===== src/rtl/bb3_pkg.sv =====
// ----------------------------------------------------------------------------
// bb3_pkg
// Shared types, constants and the rounding function of the 3x3 RGB box blur.
// ----------------------------------------------------------------------------
package bb3_pkg;

   localparam int MaxWidth  = 1024;
   localparam int AddrW     = $clog2(MaxWidth);
   localparam int ColW      = $clog2(MaxWidth + 1);

   localparam logic [0:0] CSR_FRAME_WIDTH  = 1'b0;
   localparam logic [0:0] CSR_FRAME_HEIGHT = 1'b1;

   typedef logic [23:0] pixel_type;

   // one blur request handed to the lanes
   typedef struct packed {
      logic [1:0] rlo;
      logic [1:0] clo;
      logic       run_last;
      logic       frame_end;
   } job_type;

   typedef struct packed {
      logic [7:0] red;
      logic [7:0] green;
      logic [7:0] blue;
      logic       run_last;
      logic       frame_end;
   } result_type;

   // rounded mean of s over n in {1,2,3,4,6,9}: (2s+n)/(2n), s <= 2295
   function automatic logic [7:0] round_mean(input logic [11:0] s, input logic [3:0] n);
      logic [12:0] t;
      logic [25:0] p;
      logic [12:0] q;
      t = {s, 1'b0} + 13'(n);
      q = '0;
      p = '0;
      case (n)
         4'd1: q = t >> 1;
         4'd2: q = t >> 2;
         4'd4: q = t >> 3;
         4'd3: begin
            p = 26'(t) * 26'd5462;
            q = 13'(p >> 15);
         end
         4'd6: begin
            p = 26'(t) * 26'd5462;
            q = 13'(p >> 16);
         end
         4'd9: begin
            p = 26'(t) * 26'd7282;
            q = 13'(p >> 17);
         end
         default: q = '0;
      endcase
      round_mean = (q > 13'd255) ? 8'd255 : q[7:0];
   endfunction

endpackage


===== src/rtl/bb3_lane.sv =====
// ----------------------------------------------------------------------------
// bb3_lane
// One color channel: masked window sum, then rounded mean.
// ----------------------------------------------------------------------------
module bb3_lane (
   input  logic       clock,
   input  logic       start,
   input  logic [7:0] win [9],
   input  logic [1:0] rlo,
   input  logic [1:0] clo,
   output logic [7:0] mean
);
   logic [11:0] sum_ff, sum_in;
   logic [3:0]  cnt_ff, cnt_in;

   always_comb begin
      sum_in = '0;
      cnt_in = '0;
      for (int r = 0; r < 3; r++) begin
         for (int c = 0; c < 3; c++) begin
            if (2'(r) >= rlo && 2'(c) >= clo) begin
               sum_in = sum_in + 12'(win[r * 3 + c]);
               cnt_in = cnt_in + 4'd1;
            end
         end
      end
   end

   always_ff @(posedge clock) begin
      if (start) begin
         sum_ff <= sum_in;
         cnt_ff <= cnt_in;
      end
   end

   assign mean = bb3_pkg::round_mean(sum_ff, cnt_ff);
endmodule


===== config.mk =====
export PLATFORM = sky130hd
export DESIGN_NAME = bb3_lane
export DESIGN_NICKNAME = d
export VERILOG_FILES = /design/src/rtl/bb3_pkg.sv /design/src/rtl/bb3_lane.sv
export SDC_FILE = /design/constraint.sdc
export NUM_CORES = 1
export LEC_CHECK = 0
export BUFFER_PORTS_ARGS = -buffer_cell sky130_fd_sc_hd__buf_2
export CAP_MARGIN = 15
export CORE_MARGIN = 2
export CORE_UTILIZATION = 58
export CTS_BUF_LIST = sky130_fd_sc_hd__clkbuf_16
export DETAILED_ROUTE_END_ITERATION = 8
export GPL_ROUTABILITY_DRIVEN = 0
export PLACE_DENSITY_LB_ADDON = 0.12
export SLEW_MARGIN = 20
export SYNTH_ARGS = -nofsm -noshare
export SYNTH_HDL_FRONTEND = slang
export SYNTH_SLANG_ARGS = --single-unit

===== constraint.sdc =====
create_clock -name clock -period 9 [get_ports clock]
set_input_delay 0.9 -clock clock [delete_from_list [all_inputs] [get_ports clock]]
set_output_delay 0.9 -clock clock [all_outputs]
set_load 0.05 [all_outputs]

==> summary.md <==
| Metric | Value |
|---|---|
| Hold Path Sink | sum_ff[0]$_DFFE_PP_ |
| Count of buffers from port buffering | 85 |
| Most prevalent standard cell on the critical path | ha_1 |
| Cell area after technology mapping | about 10000 µm² |
| Count of TritonRoute iterations in the first routing pass | 6 |
| Required time worst endpoint | 8970 ps |
| Initial antenna violation count | 0 |
| Initial DRC Count | 380 |
| Max-capacitance violation count | 0 |
| Vias | approximately 8.9k |
| Post-cts hold buffer count | 0 |
| Share of the clock period used by the worst path | 0.968 |
| Number of nets with antenna violations after routing | 0 |
| Max-slew headroom at the worst pin | 0.310 |
| Multi-input gate area | ~9300 µm² |
| Post-Synthesis Cells | between 1k and 1.5k |
| Number of hold-slack violations in the final timing report | 0 |
| Count of final setup violators | 0 |
| Wire length of the first global-routing pass | between 30 and 40 mm |
| Synthesized area per cell | between 8 and 9 µm² |
| Post-Synthesis Net Count | 1569 |
| Outcome | finished clean |
| Sum of negative setup slack | 0 ps |
| Top cells by instance count after synthesis | ha_1 (230), inv_1 (147), nand2_1 (89) |
| Async SR Flop Fraction | 0 |
| Worst-case setup margin in the final layout | around 290 ps |
| CP startpoint kind | input pin |
| Die width | between 100 and 150 µm |
| DRC violation count after routing | 0 |
| Worst hold path class | input pin to flop |
| Max stage delay cell, worst path | ha_1 |
| Top-area cell type share of the netlist area | 0.286 |
| Register area share after synthesis | 0.0478 |
| Post-DR vias/cell | around 5.6 |
| Endpoint type of the worst setup path | flop |
| Overflow left after global routing | 0 |
| CTS tree | done |
| Hold Path Stages | 3 |
| Number of synthesis warnings | 0 |
| Cells taking the most area after synthesis | ha_1 (29%), fa_1 (18%), inv_1 (5.5%) |
| Die Y-Extent | around 140 µm |
| Transition at the pin with the smallest max-transition slack | roughly 1000 ps |
| Core area | ~17000 µm² |
| Number of rows in the core area | 48 |
| Fmax | 115 MHz |
| Net count, final | about 1.8k |
| Detailed Place HPWL | approximately 20 mm |
| Clock root buffer | clkbuf_16 |
| Number of max-slew violations in the final report | 0 |
| Commonest register cell after synthesis | edfxtp_1 |
| CTS HTree Levels | 1 |
| Die area | 18400 µm² |
| Crit Path Category | input pin to flop |
| Highest cell delay on the worst timing path | between 300 and 400 ps |
| CP bufs+invs | 8 |
| Launch instance of the worst min-delay path | win[0] |
| Top cell type by total area after synthesis | ha_1 |
| Placement-stage worst setup slack | -362 ps |
| Fill cell total of the finished layout | 1393 |
| Critical path's top delay family | adder cells |
| Initial Util | 0.587 |
| Post-synth EDFFs | 16 |
| Area growth from synthesis to layout | 18.9% |
| Largest net degree at the start of global routing | 19 |
| Detailed-route wire length per cell | roughly 15 µm |
| Critical Path AT | just under 9000 ps |
| Largest fanout of any net on the critical path | 4 |
| GR Util All Layers | 0.258 |
| Number of CTS-inserted buffers | 3 |
| Number of top-level pins | 86 |
| Total wire length | around 24 mm |
| Final critical-path required period | roughly 8700 ps |
| Sinks on Clock Net | 16 |
| Inserted Diodes | 0 |
| Maximum buffer depth of the clock tree | 2 |
| Sequential cell area | approximately 480 µm² |
| Proportion of layout cells with a drive suffix above 1 | 0.233 |
| Number of global-route vias before repair | roughly 8.7k |
| RSZ-0062 raised after global routing | true |
| Yosys cell types | 83 |
| Number of storage elements in the synthesis netlist | 16 |
| Cell with the most instances after synthesis | ha_1 |
| Clock transition at the register clock pins on the worst setup and hold paths after CTS | ~50 ps |
-- flip-flops by register name (all words and copies together) (netlist names) --
signal,cells
cnt_ff,4
sum_ff,12
-- worst max path at each step --
stage | start | end | slack (ps) | cells after the start
after floorplan | rlo[1] | sum_ff[11]$_DFFE_PP_ | 40 | 48
after global placement | rlo[1] | sum_ff[11]$_DFFE_PP_ | -240 | 47
after detailed placement | rlo[1] | sum_ff[11]$_DFFE_PP_ | -360 | 47
after CTS | rlo[1] | sum_ff[11]$_DFFE_PP_ | 40 | 47
after global routing | clo[1] | sum_ff[11]$_DFFE_PP_ | -210 | 52
final | clo[1] | sum_ff[11]$_DFFE_PP_ | 290 | 51
-- area by class of cell --
class | instances | area share
Multi-Input combinational cell | 988 | 0.774
Timing Repair Buffer | 197 | 0.109
Inverter | 149 | 0.0470
Sequential cell | 16 | 0.0402
Tap cell | 225 | 0.0236
Clock buffer | 3 | 0.00628
Clock inverter | 1 | 0.000314
-- through the flow --
stage	std cells	instance area (µm²)	hold slack, ps	util
after floorplan	1173	10100	1010	-
after detailed placement	1567	11400	1310	0.669
after global placement	1567	11400	1310	0.669
final	1579	12000	1080	0.698
after CTS	1571	11500	1070	0.674
after global routing	1579	12000	1090	0.698
-- cell usage in the layout, fill, tap and decap left out, types with 6 or more instances in the layout --
| cell type | netlist | final |
|---|---|---|
| and2_1 | 14 | 12 |
| o31ai_2 | 2 | 6 |
| o31ai_1 | 10 | 6 |
| xnor2_1 | 54 | 53 |
| inv_1 | 147 | 141 |
| a222oi_1 | 6 | 6 |
| nor3_2 | 0 | 7 |
| nand4_1 | 10 | 10 |
| o21ai_1 | 8 | 17 |
| fa_1 | 88 | 84 |
| mux2i_1 | 7 | 7 |
| a21o_1 | 30 | 30 |
| nand2b_1 | 9 | 7 |
| inv_2 | 1 | 7 |
| a21oi_2 | 1 | 16 |
| nand2_1 | 89 | 88 |
| ha_1 | 230 | 225 |
| nor2_2 | 2 | 6 |
| nor2b_1 | 19 | 16 |
| buf_4 | 0 | 107 |
| nor3_1 | 23 | 16 |
| o21a_1 | 12 | 12 |
| edfxtp_1 | 16 | 16 |
| o21ai_0 | 64 | 43 |
| a21oi_1 | 73 | 58 |
| nor2_1 | 67 | 62 |
| buf_2 | 2 | 83 |
| xor2_1 | 26 | 26 |
| nand3_1 | 17 | 17 |
| and3_1 | 7 | 7 |
| o21bai_1 | 8 | 8 |
| buf_6 | 2 | 7 |
| o21ai_2 | 3 | 15 |
-- metal layers --
layer  vias up  wire length, µm  part of all wire  track usage
li1       4493                -                 -            -
met1      4150            10100              0.42        0.326
met2       188            12700              0.53        0.488
met3        35              706             0.030       0.0127
met4         0              329             0.014       0.0492
met5         -                0                 0            0
-- repair_timing --
action | CTS | global route
gates resized for setup | 5 | 102
pin swaps | 0 | 52
buffers inserted | 0 | 8
cloned | 0 | 0
setup endpoints to repair | 2 | 10
-- cells by family (layout without fill, tap and decap cells) --
| kind of cell | after synthesis | after routing | share of synthesized area |
|---|---|---|---|
| adders and majority gates | 319 | 319 | 0.462 |
| xor gates and xnor gates | 85 | 85 | 0.0811 |
| buffers and inverters | 169 | 350 | 0.0671 |
| DFF | 16 | 16 | 0.0478 |
| muxes | 8 | 8 | 0.00809 |
| AOI/OAI and AO/OA | 285 | 285 | 0.190 |
| and+or+nand+nor | 291 | 291 | 0.144 |
Power is not shown: default switching activity piles up to over one toggle a cycle in this logic, so the estimate is an artifact.
