===== config.mk =====
export PLATFORM = sky130hd
export DESIGN_NAME = bb3_merge_flat
export DESIGN_NICKNAME = d
export VERILOG_FILES = /design/src/rtl/bb3_pkg.sv /design/src/rtl/bb3_if.sv /design/src/rtl/bb3_merge.sv /design/src/flat_wrapper.sv
export SDC_FILE = /design/constraint.sdc
export NUM_CORES = 1
export LEC_CHECK = 0
export BUFFER_PORTS_ARGS = -buffer_cell sky130_fd_sc_hd__buf_2
export CORE_MARGIN = 3
export CORE_UTILIZATION = 38
export DETAILED_ROUTE_END_ITERATION = 12
export PLACE_DENSITY = 0.8
export SLEW_MARGIN = 40
export SYNTH_ARGS = -nofsm -noshare
export SYNTH_HDL_FRONTEND = slang
export SYNTH_SLANG_ARGS = --single-unit

===== constraint.sdc =====
create_clock -name clock -period 0.8 [get_ports clock]
set_input_delay 0.12 -clock clock [delete_from_list [all_inputs] [get_ports clock]]
set_output_delay 0.12 -clock clock [all_outputs]
set_load 0.02 [all_outputs]

===== src/rtl/bb3_pkg.sv =====
// ----------------------------------------------------------------------------
// bb3_pkg
// Shared types, constants and the rounding function of the 3x3 RGB box blur.
// ----------------------------------------------------------------------------
package bb3_pkg;

   localparam int MaxWidth  = 1024;
   localparam int AddrW     = $clog2(MaxWidth);
   localparam int ColW      = $clog2(MaxWidth + 1);

   localparam logic [0:0] CSR_FRAME_WIDTH  = 1'b0;
   localparam logic [0:0] CSR_FRAME_HEIGHT = 1'b1;

   typedef logic [23:0] pixel_type;

   // one blur request handed to the lanes
   typedef struct packed {
      logic [1:0] rlo;
      logic [1:0] clo;
      logic       run_last;
      logic       frame_end;
   } job_type;

   typedef struct packed {
      logic [7:0] red;
      logic [7:0] green;
      logic [7:0] blue;
      logic       run_last;
      logic       frame_end;
   } result_type;

   // rounded mean of s over n in {1,2,3,4,6,9}: (2s+n)/(2n), s <= 2295
   function automatic logic [7:0] round_mean(input logic [11:0] s, input logic [3:0] n);
      logic [12:0] t;
      logic [25:0] p;
      logic [12:0] q;
      t = {s, 1'b0} + 13'(n);
      q = '0;
      p = '0;
      case (n)
         4'd1: q = t >> 1;
         4'd2: q = t >> 2;
         4'd4: q = t >> 3;
         4'd3: begin
            p = 26'(t) * 26'd5462;
            q = 13'(p >> 15);
         end
         4'd6: begin
            p = 26'(t) * 26'd5462;
            q = 13'(p >> 16);
         end
         4'd9: begin
            p = 26'(t) * 26'd7282;
            q = 13'(p >> 17);
         end
         default: q = '0;
      endcase
      round_mean = (q > 13'd255) ? 8'd255 : q[7:0];
   endfunction

endpackage


===== src/rtl/bb3_if.sv =====


interface bb3_rsp_if;
   logic       valid;
   logic       ready;
   logic [7:0] out_red;
   logic [7:0] out_green;
   logic [7:0] out_blue;
   logic       run_last;
   logic       frame_end;
   modport source (output valid, out_red, out_green, out_blue, run_last, frame_end,
                   input ready);
   modport sink   (input valid, out_red, out_green, out_blue, run_last, frame_end,
                   output ready);
endinterface



===== src/rtl/bb3_merge.sv =====
// ----------------------------------------------------------------------------
// bb3_merge
// Joins the three lane means with the flags into one output word.
// ----------------------------------------------------------------------------
module bb3_merge (
   input  logic                 clock,
   input  logic                 reset,
   input  logic                 load,
   input  logic [7:0]           red,
   input  logic [7:0]           green,
   input  logic [7:0]           blue,
   input  bb3_pkg::job_type     job,
   bb3_rsp_if.source            rsp
);
   bb3_pkg::result_type res_ff;
   logic                valid_ff;

   always_ff @(posedge clock) begin
      if (reset) begin
         valid_ff <= 1'b0;
      end else if (load) begin
         valid_ff <= 1'b1;
      end else if (rsp.ready) begin
         valid_ff <= 1'b0;
      end
      if (load) begin
         res_ff <= '{red: red, green: green, blue: blue,
                     run_last: job.run_last, frame_end: job.frame_end};
      end
   end

   assign rsp.valid     = valid_ff;
   assign rsp.out_red   = res_ff.red;
   assign rsp.out_green = res_ff.green;
   assign rsp.out_blue  = res_ff.blue;
   assign rsp.run_last  = res_ff.run_last;
   assign rsp.frame_end = res_ff.frame_end;
endmodule


===== src/flat_wrapper.sv =====
// flat-port wrapper written by rule: the top's interface ports become plain ports
module bb3_merge_flat 
  (clock, reset, load, red, green, blue, job, rsp_valid, rsp_out_red, rsp_out_green, rsp_out_blue, rsp_run_last, rsp_frame_end, rsp_ready);
  bb3_rsp_if rsp_i ();
  input  logic clock;
  input  logic reset;
  input  logic load;
  input  logic [7:0] red;
  input  logic [7:0] green;
  input  logic [7:0] blue;
  input  bb3_pkg::job_type job;
  output wire logic [$bits(rsp_i.valid)-1:0] rsp_valid;
  output wire logic [$bits(rsp_i.out_red)-1:0] rsp_out_red;
  output wire logic [$bits(rsp_i.out_green)-1:0] rsp_out_green;
  output wire logic [$bits(rsp_i.out_blue)-1:0] rsp_out_blue;
  output wire logic [$bits(rsp_i.run_last)-1:0] rsp_run_last;
  output wire logic [$bits(rsp_i.frame_end)-1:0] rsp_frame_end;
  input wire logic [$bits(rsp_i.ready)-1:0] rsp_ready;
  assign rsp_valid = rsp_i.valid;
  assign rsp_out_red = rsp_i.out_red;
  assign rsp_out_green = rsp_i.out_green;
  assign rsp_out_blue = rsp_i.out_blue;
  assign rsp_run_last = rsp_i.run_last;
  assign rsp_frame_end = rsp_i.frame_end;
  assign rsp_i.ready = rsp_ready;
  bb3_merge u_core (.clock(clock), .reset(reset), .load(load), .red(red), .green(green), .blue(blue), .job(job), .rsp(rsp_i));
endmodule

==> flow_metrics.tcl, run 1 <==
set metrics [dict create \
    layout.cells.most_common "buf_2" \
    timing.fmax_mhz 997.9 \
    ant_nets 0 \
    wl_um 1923 \
    critPathMaxFanout 1 \
    clock_sinks 27 \
    endpoint "rsp_out_green[5]" \
    violations "setup timing" \
    portBuffers 56 \
    die_area_um2 2750 \
    start_kind "flop" \
    r2r_end "u_core.rsp.valid" \
    max_slew.worst_pin.slew_ns 0.1370 \
    wl_per_cell_um 13.17 \
    route.detailed.drc 0 \
    cp.arrival_ns 0.88 \
    yosys_warnings 0 \
    dpl_cell_area_um2 1174 \
    antenna_found_initial 0 \
    setup_viol 27 \
    grt_max_degree 16 \
    nNetsFinal 154 \
    clockBufferDepth 2 \
    seq_area_frac_synth_pct 97.71 \
    synth_fp_nets 64 \
    clk-insertion-delay-late_ns 0.31 \
    startpoint "u_core.rsp.out_green[5]" \
    coreArea_um2 2002 \
    cpLargestDelayFamily "flip-flops" \
    max_stage_delay_ns 0.42 \
    cts_root_buf "clkbuf_4" \
    cellLeakagePower_nw 0.6795 \
    syn-cell-area_um2 819.5 \
    fin_hold_ws_ns 0.05828 \
    synth_cells 30 \
    die_y_um 52.44 \
    synth_seq_cells 27 \
    maxCapViolations 0 \
    numCtsBuffers 3 \
    irDropWorstVdd_uv 1257 \
    status "finished with violations" \
    gp_congestion 0.6680 \
    drive_gt1_share_pct 53.78 \
    num_vias 602 \
    ff2ff_setup_slack_ns 0.18 \
    min_path_type "primary input to flop" \
    diodes 0 \
    synthDistinctLibCells 5 \
    maxSlewViolCount 0 \
    htreeDepth 1 \
    end_kind "output port" \
    critPathRequiredTime_ns 0.68 \
    criticalPathCategory "flop to output port" \
    rsz0062_at_grt "true" \
    cts_setup_buffers 0 \
    rr_startpoint "u_core.rsp.valid" \
    track_usage_pct 14.71 \
    drt_iter0_markers 11 \
    fin_worst_skew_ns 0 \
    grt_pass1_wl_um 2801 \
    crit_chain "buf_6" \
    syn_avg_cell_area_um2 27.32 \
    critical_path_depth 1 \
    grt_pass1_vias 643 \
    cts.clk_slew.worst_paths_ns 0.14 \
    power_density_nw_per_um2 1773 \
    ios 61 \
    layout_setup_ws_ns -0.2021 \
    area_growth_pct 93.44 \
    final_cell_area_um2 1585 \
    fin_crit_sh_pct 125.3 \
    cts_tree "built" \
    r2r_cells 2 \
    hold_depth 3 \
    rows 16 \
    die_x_um 52.44 \
    grt_remaining_overflow 0 \
    cp_slowest_cell "edfxtp_1" \
    avgViaCountPerCell 4.123 \
    mostFrequentLayoutCells "buf_2, dlygate4sd3_1, edfxtp_1, buf_6, clkbuf_4" \
    fin_crit_ns 1.002 \
    hold_viol_final 0 \
    dr.pass1.iters 2 \
    crit_buf_inv 1 \
    start_util_pct 40.94 \
    slew_headroom_pct 90.87 \
]
## per-layer routing
layer	global-route usage, %	part of all wire, %	vias to the layer above
li1	-	-	294
met1	15.02	33	284
met2	28.31	61	22
met3	2.849	5.2	2
met4	6.383	0.73	0
met5	0	0	-
## sequential cells by signal, indices dropped and copies added, names as in the netlist
name,count
u_core.rsp.frame_end,1
u_core.rsp.out_blue,8
u_core.rsp.out_red,8
u_core.rsp.valid,1
u_core.rsp.run_last,1
u_core.rsp.out_green,8
## kinds of logic after synthesis
group | share of synthesized area, %
buffers and inverters | 0.4576
flip-flops | 97.71
AO/OA/AOI/OAI | 1.069
AND/OR/NAND/NOR | 0.7638
## area by class of cell
type / count / area, um^2
clock buffers: 3 / 22.52
clock inverters: 1 / 5.005
multi-input cells: 2 / 15.01
fillers: 114 / 416.7
well taps: 27 / 33.78
flip-flops and latches: 27 / 802.0
inverters: 1 / 3.754
repair buffers: 85 / 703.2
## synthesized netlist by cell type
cell	number	area share, %
inv_1	1	0.46
a21oi_2	1	1.1
edfxtp_1	26	95
dfxtp_1	1	2.4
nand2b_1	1	0.76
## stage by stage
step | total power, mW | setup slack [ns] | utilization [%] | instances | TNS, ns
detailed placement | 2.095 | 0.09092 | 58.63 | 115 | 0
global route | 2.946 | -0.2638 | 79.19 | 146 | -6.092
global placement | 2.084 | 0.09941 | 58.63 | 115 | 0
floorplan | 1.884 | 0.1053 | - | 30 | 0
finish | 2.811 | -0.2021 | 79.19 | 146 | -4.655
CTS | 2.739 | -0.2083 | 74.19 | 146 | -4.856
## where the power goes
part | internal [mW] | switching (mW)
clock | 0.186 | 0.357
combinational | 0.308 | 0.246
sequential | 1.67 | 0.0420
## worst min path at each step
stage | start | to
after CTS | rsp_ready | u_core.rsp.valid
after detailed placement | reset | u_core.rsp.valid
after floorplan | reset | u_core.rsp.valid
after global placement | reset | u_core.rsp.valid
after global routing | rsp_ready | u_core.rsp.valid
final | rsp_ready | u_core.rsp.valid
## timing repair
item                                    4_1_cts  5_1_grt
endpoints found under the hold margin        27        0
gates resized for setup                       5       32
endpoints found under the setup margin       27       27
cloned                                        0        0
hold buffers                                 27        0
(Power assumes the default switching activity.)
==> inputs of run 2 (changes only) <==
Settings changed: CTS_CLUSTER_DIAMETER set to 60.
Clock period 0.8 ns to 1.3 ns, I/O delays scaled along.
==> flow_metrics.tcl, run 2 (same netlist as run 1, synthesis figures left out) <==
set metrics [dict create \
    status "finished clean" \
    clkPwrFrac_pct 21.0 \
    htreeDepth 1 \
    cellLeakagePower_nw 0.5170 \
    coreArea_um2 2002 \
    swShare_pct 22.73 \
    antenna_found_initial 0 \
    start_util_pct 40.94 \
    route.detailed.drc 0 \
    rows 16 \
    grt_pass1_vias 487 \
    nNetsFinal 126 \
    irDropWorstVdd_uv 760.9 \
    end_kind "output port" \
    area_growth_pct 43.97 \
    clockBufferDepth 2 \
    diodes 0 \
    cts_root_buf "clkbuf_4" \
    pwr-share-seq_pct 65.5 \
    combPwrFrac_pct 13.6 \
    die_y_um 52.44 \
    ctsHoldBuffers 0 \
    slew_headroom_pct 90.64 \
    wl_um 1375 \
    grt_pass1_wl_um 1945 \
    fin_tns_setup_ns 0 \
    maxSlewViolCount 0 \
    gp_congestion 0.6475 \
    min_path_type "primary input to flop" \
    cpLargestDelayFamily "flip-flops" \
    rsz0062_at_grt "false" \
    p_int_mw 1.227 \
    wl_per_cell_um 11.65 \
    crit_buf_inv 1 \
    clk-insertion-delay-late_ns 0.30 \
    cp.arrival_ns 0.86 \
    portBuffers 56 \
    crit_chain "buf_2" \
    drt_iter0_markers 6 \
    num-fill-cells 177 \
    die_x_um 52.44 \
    place_hpwl_um 1087 \
    numCtsBuffers 3 \
    fin_worst_skew_ns 0 \
    drive_gt1_share_pct 67.03 \
    critPathRequiredTime_ns 1.11 \
    criticalPathCategory "flop to output port" \
    ant_nets 0 \
    cts_setup_buffers 0 \
    avgViaCountPerCell 4.051 \
    grt_remaining_overflow 0 \
    ios 61 \
    track_usage_pct 10.15 \
    timing.fmax_mhz 949.5 \
    grt_max_degree 28 \
    setup_viol 0 \
    dr.pass1.iters 2 \
    num_vias 478 \
    p_sw_uw 361.0 \
    hold_viol_final 0 \
    start_kind "flop" \
    layout_setup_ws_ns 0.2468 \
    critPathMaxFanout 1 \
    layout.cells.most_common "buf_2" \
    max_stage_delay_ns 0.38 \
    clock_sinks 27 \
    maxCapViolations 0 \
    fin_crit_sh_pct 81.01 \
    cts_tree "built" \
    mostFrequentLayoutCells "buf_2, edfxtp_1, clkbuf_4" \
    place_ws_ns 0.5011 \
    die_area_um2 2750 \
    cp_slowest_cell "edfxtp_1" \
    power_density_nw_per_um2 1346 \
    fin_crit_ns 1.053 \
    cts-resized-gates 0 \
    max_slew.worst_pin.slew_ns 0.1403 \
    cts.clk_slew.worst_paths_ns 0.13 \
]
run 2: layout make-up:
type	instances	area [um^2]	area share [%]
Clock buffer	4	26.28	2.227
Inverter	1	3.754	0.3181
Multi-Input combinational cell	2	15.01	1.273
Sequential cell	27	800.8	67.87
Tap cell	27	33.78	2.863
Timing Repair Buffer	57	300.3	25.45
run 2: routing by layer:
layer	routed length (um)	GRT usage [%]
met1	452	10.11
met2	796	18.60
met3	125	3.134
met4	0	5.106
met5	0	0
run 2: worst paths after layout:
kind                      endpoint  slack (ns)                    from  cells after the start
hold / removal    u_core.rsp.valid        0.03                   reset                      2
setup / recovery   rsp_out_blue[6]        0.25  u_core.rsp.out_blue[6]                      1
setup reg to reg  u_core.rsp.valid        0.69        u_core.rsp.valid                      2
hold reg to reg   u_core.rsp.valid        0.50        u_core.rsp.valid                      2
run 2: power by group through the flow:
stage | Clock, mW | Sequential [mW] | Combinational [mW]
after detailed placement | 0 | 1.06 | 0.220
after global placement | 0 | 1.06 | 0.216
final | 0.333 | 1.04 | 0.216
after CTS | 0.353 | 1.04 | 0.220
after floorplan | 0 | 1.16 | 0.00348
after global routing | 0.390 | 1.05 | 0.230
run 2: per-stage QoR:
stage               hold WS, ns  cell area [um^2]  utilization [%]  power (mW)  instances
floorplan                0.2574             819.5                -       1.159         30
global placement         0.3550              1154            57.63       1.275        114
detailed placement       0.3577              1154            57.63       1.281        114
CTS                     0.01293              1180            58.94       1.614        118
global route           0.008969              1180            58.94       1.667        118
finish                  0.02922              1180            58.94       1.588        118
==> inputs of run 3 (changes only) <==
Settings changed: CORE_UTILIZATION 38 to 34, PLACE_DENSITY 0.8 to 0.76.
Clock period 1.3 ns to 0.9 ns, I/O delays scaled along.
==> flow_metrics.tcl, run 3 (same netlist as run 1, synthesis figures left out) <==
set metrics [dict create \
    fin_util_pct 70.37 \
    htreeDepth 1 \
    end_kind "output port" \
    hold_viol_final 0 \
    numCtsBuffers 3 \
    grt_pass1_vias 616 \
    critPathMaxFanout 1 \
    setup_viol 27 \
    critPathRequiredTime_ns 0.76 \
    stdcell_count 147 \
    grt_remaining_overflow 0 \
    min_to "u_core.rsp.valid" \
    irDropWorstVdd_uv 1455 \
    power_density_nw_per_um2 1585 \
    grt_max_degree 19 \
    place_ws_ns 0.1517 \
    r2r_cells 2 \
    cellLeakagePower_nw 0.6795 \
    cts_setup_buffers 0 \
    fin_worst_skew_ns 0 \
    wl_um 1999 \
    drive_gt1_share_pct 53.78 \
    status "finished with violations" \
    fin_crit_ns 1.021 \
    die_y_um 55.10 \
    r2r_end "u_core.rsp.valid" \
    drt_iter0_markers 13 \
    start_kind "flop" \
    crit_chain "buf_6" \
    layout_setup_ws_ns -0.1211 \
    max_stage_delay_ns 0.42 \
    worstHoldStart "rsp_ready" \
    dr.pass1.iters 4 \
    clock_sinks 27 \
    grt_pass1_wl_um 2739 \
    ios 61 \
    crit_buf_inv 1 \
    maxSlewViolCount 0 \
    final_cell_area_um2 1587 \
    cts_root_buf "clkbuf_4" \
    rows 17 \
    start_util_pct 36.35 \
    avgViaCountPerCell 4.238 \
    max_slew.worst_pin.slew_ns 0.1366 \
    maxCapViolations 0 \
    ff2ff_setup_slack_ns 0.30 \
    min_path_type "primary input to flop" \
    cp.arrival_ns 0.89 \
    violations "setup timing" \
    area_growth_pct 93.59 \
    die_x_um 55.10 \
    nNetsFinal 154 \
    wl_per_cell_um 13.60 \
    clk-insertion-delay-late_ns 0.31 \
    cts_tree "built" \
    cp_slowest_cell "edfxtp_1" \
    criticalPathCategory "flop to output port" \
    timing.fmax_mhz 979.3 \
    track_usage_pct 13.79 \
    rsz0062_at_grt "true" \
    antenna_found_initial 0 \
    slew_headroom_pct 90.89 \
    gp_congestion 0.6753 \
    hold_depth 3 \
    power_mw 2.514 \
    dpl_cell_area_um2 1175 \
    ant_nets 0 \
    diodes 0 \
    cts.clk_slew.worst_paths_ns 0.14 \
    mostFrequentLayoutCells "buf_2, dlygate4sd3_1, edfxtp_1, buf_6, clkbuf_4" \
    die_area_um2 3035 \
    clockBufferDepth 2 \
    cpLargestDelayFamily "flip-flops" \
    fin_tns_setup_ns -2.552 \
    num_vias 623 \
    dp_cells 116 \
    portBuffers 56 \
    rr_startpoint "u_core.rsp.valid" \
    route.detailed.drc 0 \
    fin_hold_ws_ns 0.06849 \
    fin_crit_sh_pct 113.5 \
    layout.cells.most_common "buf_2" \
    coreArea_um2 2255 \
]
[run 3: cell types whose count changed in the layout (fill, tap and decap cells not counted)]
| cell | before | now |
|---|---|---|
| dfxtp_2 | 0 | 1 |
| buf_6 | 0 | 18 |
| dfxtp_1 | 1 | 0 |
| clkbuf_1 | 1 | 0 |
| buf_12 | 1 | 2 |
| clkinv_2 | 0 | 1 |
| buf_2 | 56 | 38 |
| dlygate4sd3_1 | 0 | 27 |
[run 3: worst max-delay path by stage]
stage,cells past startpoint,to,start
2_1_floorplan,2,u_core.rsp.valid,u_core.rsp.valid
3_3_place_gp,2,u_core.rsp.run_last,load
3_5_place_dp,2,u_core.rsp.out_red[7],load
4_1_cts,1,rsp_out_green[6],u_core.rsp.out_green[6]
5_1_grt,1,rsp_out_green[7],u_core.rsp.out_green[7]
6_report,1,rsp_out_green[1],u_core.rsp.out_green[1]
[run 3: routing by layer]
metal | wire length (um) | up-vias | track usage, %
met1 | 742 | 284 | 16.08
met2 | 1000 | 42 | 20.87
li1 | - | 295 | -
met3 | 242 | 2 | 6.971
met5 | 0 | - | 0
met4 | 13 | 0 | 6.883
[run 3: area by class of cell]
class                           count  area [um^2]
Fill cell                         151        668.1
Sequential cell                    27        802.0
Multi-Input combinational cell      2        15.01
Clock buffer                        3        22.52
Tap cell                           28        35.03
Clock inverter                      1        5.005
Timing Repair Buffer               85        703.2
Inverter                            1        3.754
[run 3: repair_timing]
item,4_1_cts,5_1_grt
cloned,0,0
hold endpoints to repair,27,0
resized for setup,5,32
endpoints found under the setup margin,27,27
hold buffers,27,0
[run 3: where the power goes]
part	internal, mW	switching, mW	leakage [nW]	total [mW]
clock network	0.166	0.334	0.0177	0.500
logic	0.274	0.218	0.399	0.492
registers	1.49	0.0370	0.263	1.52
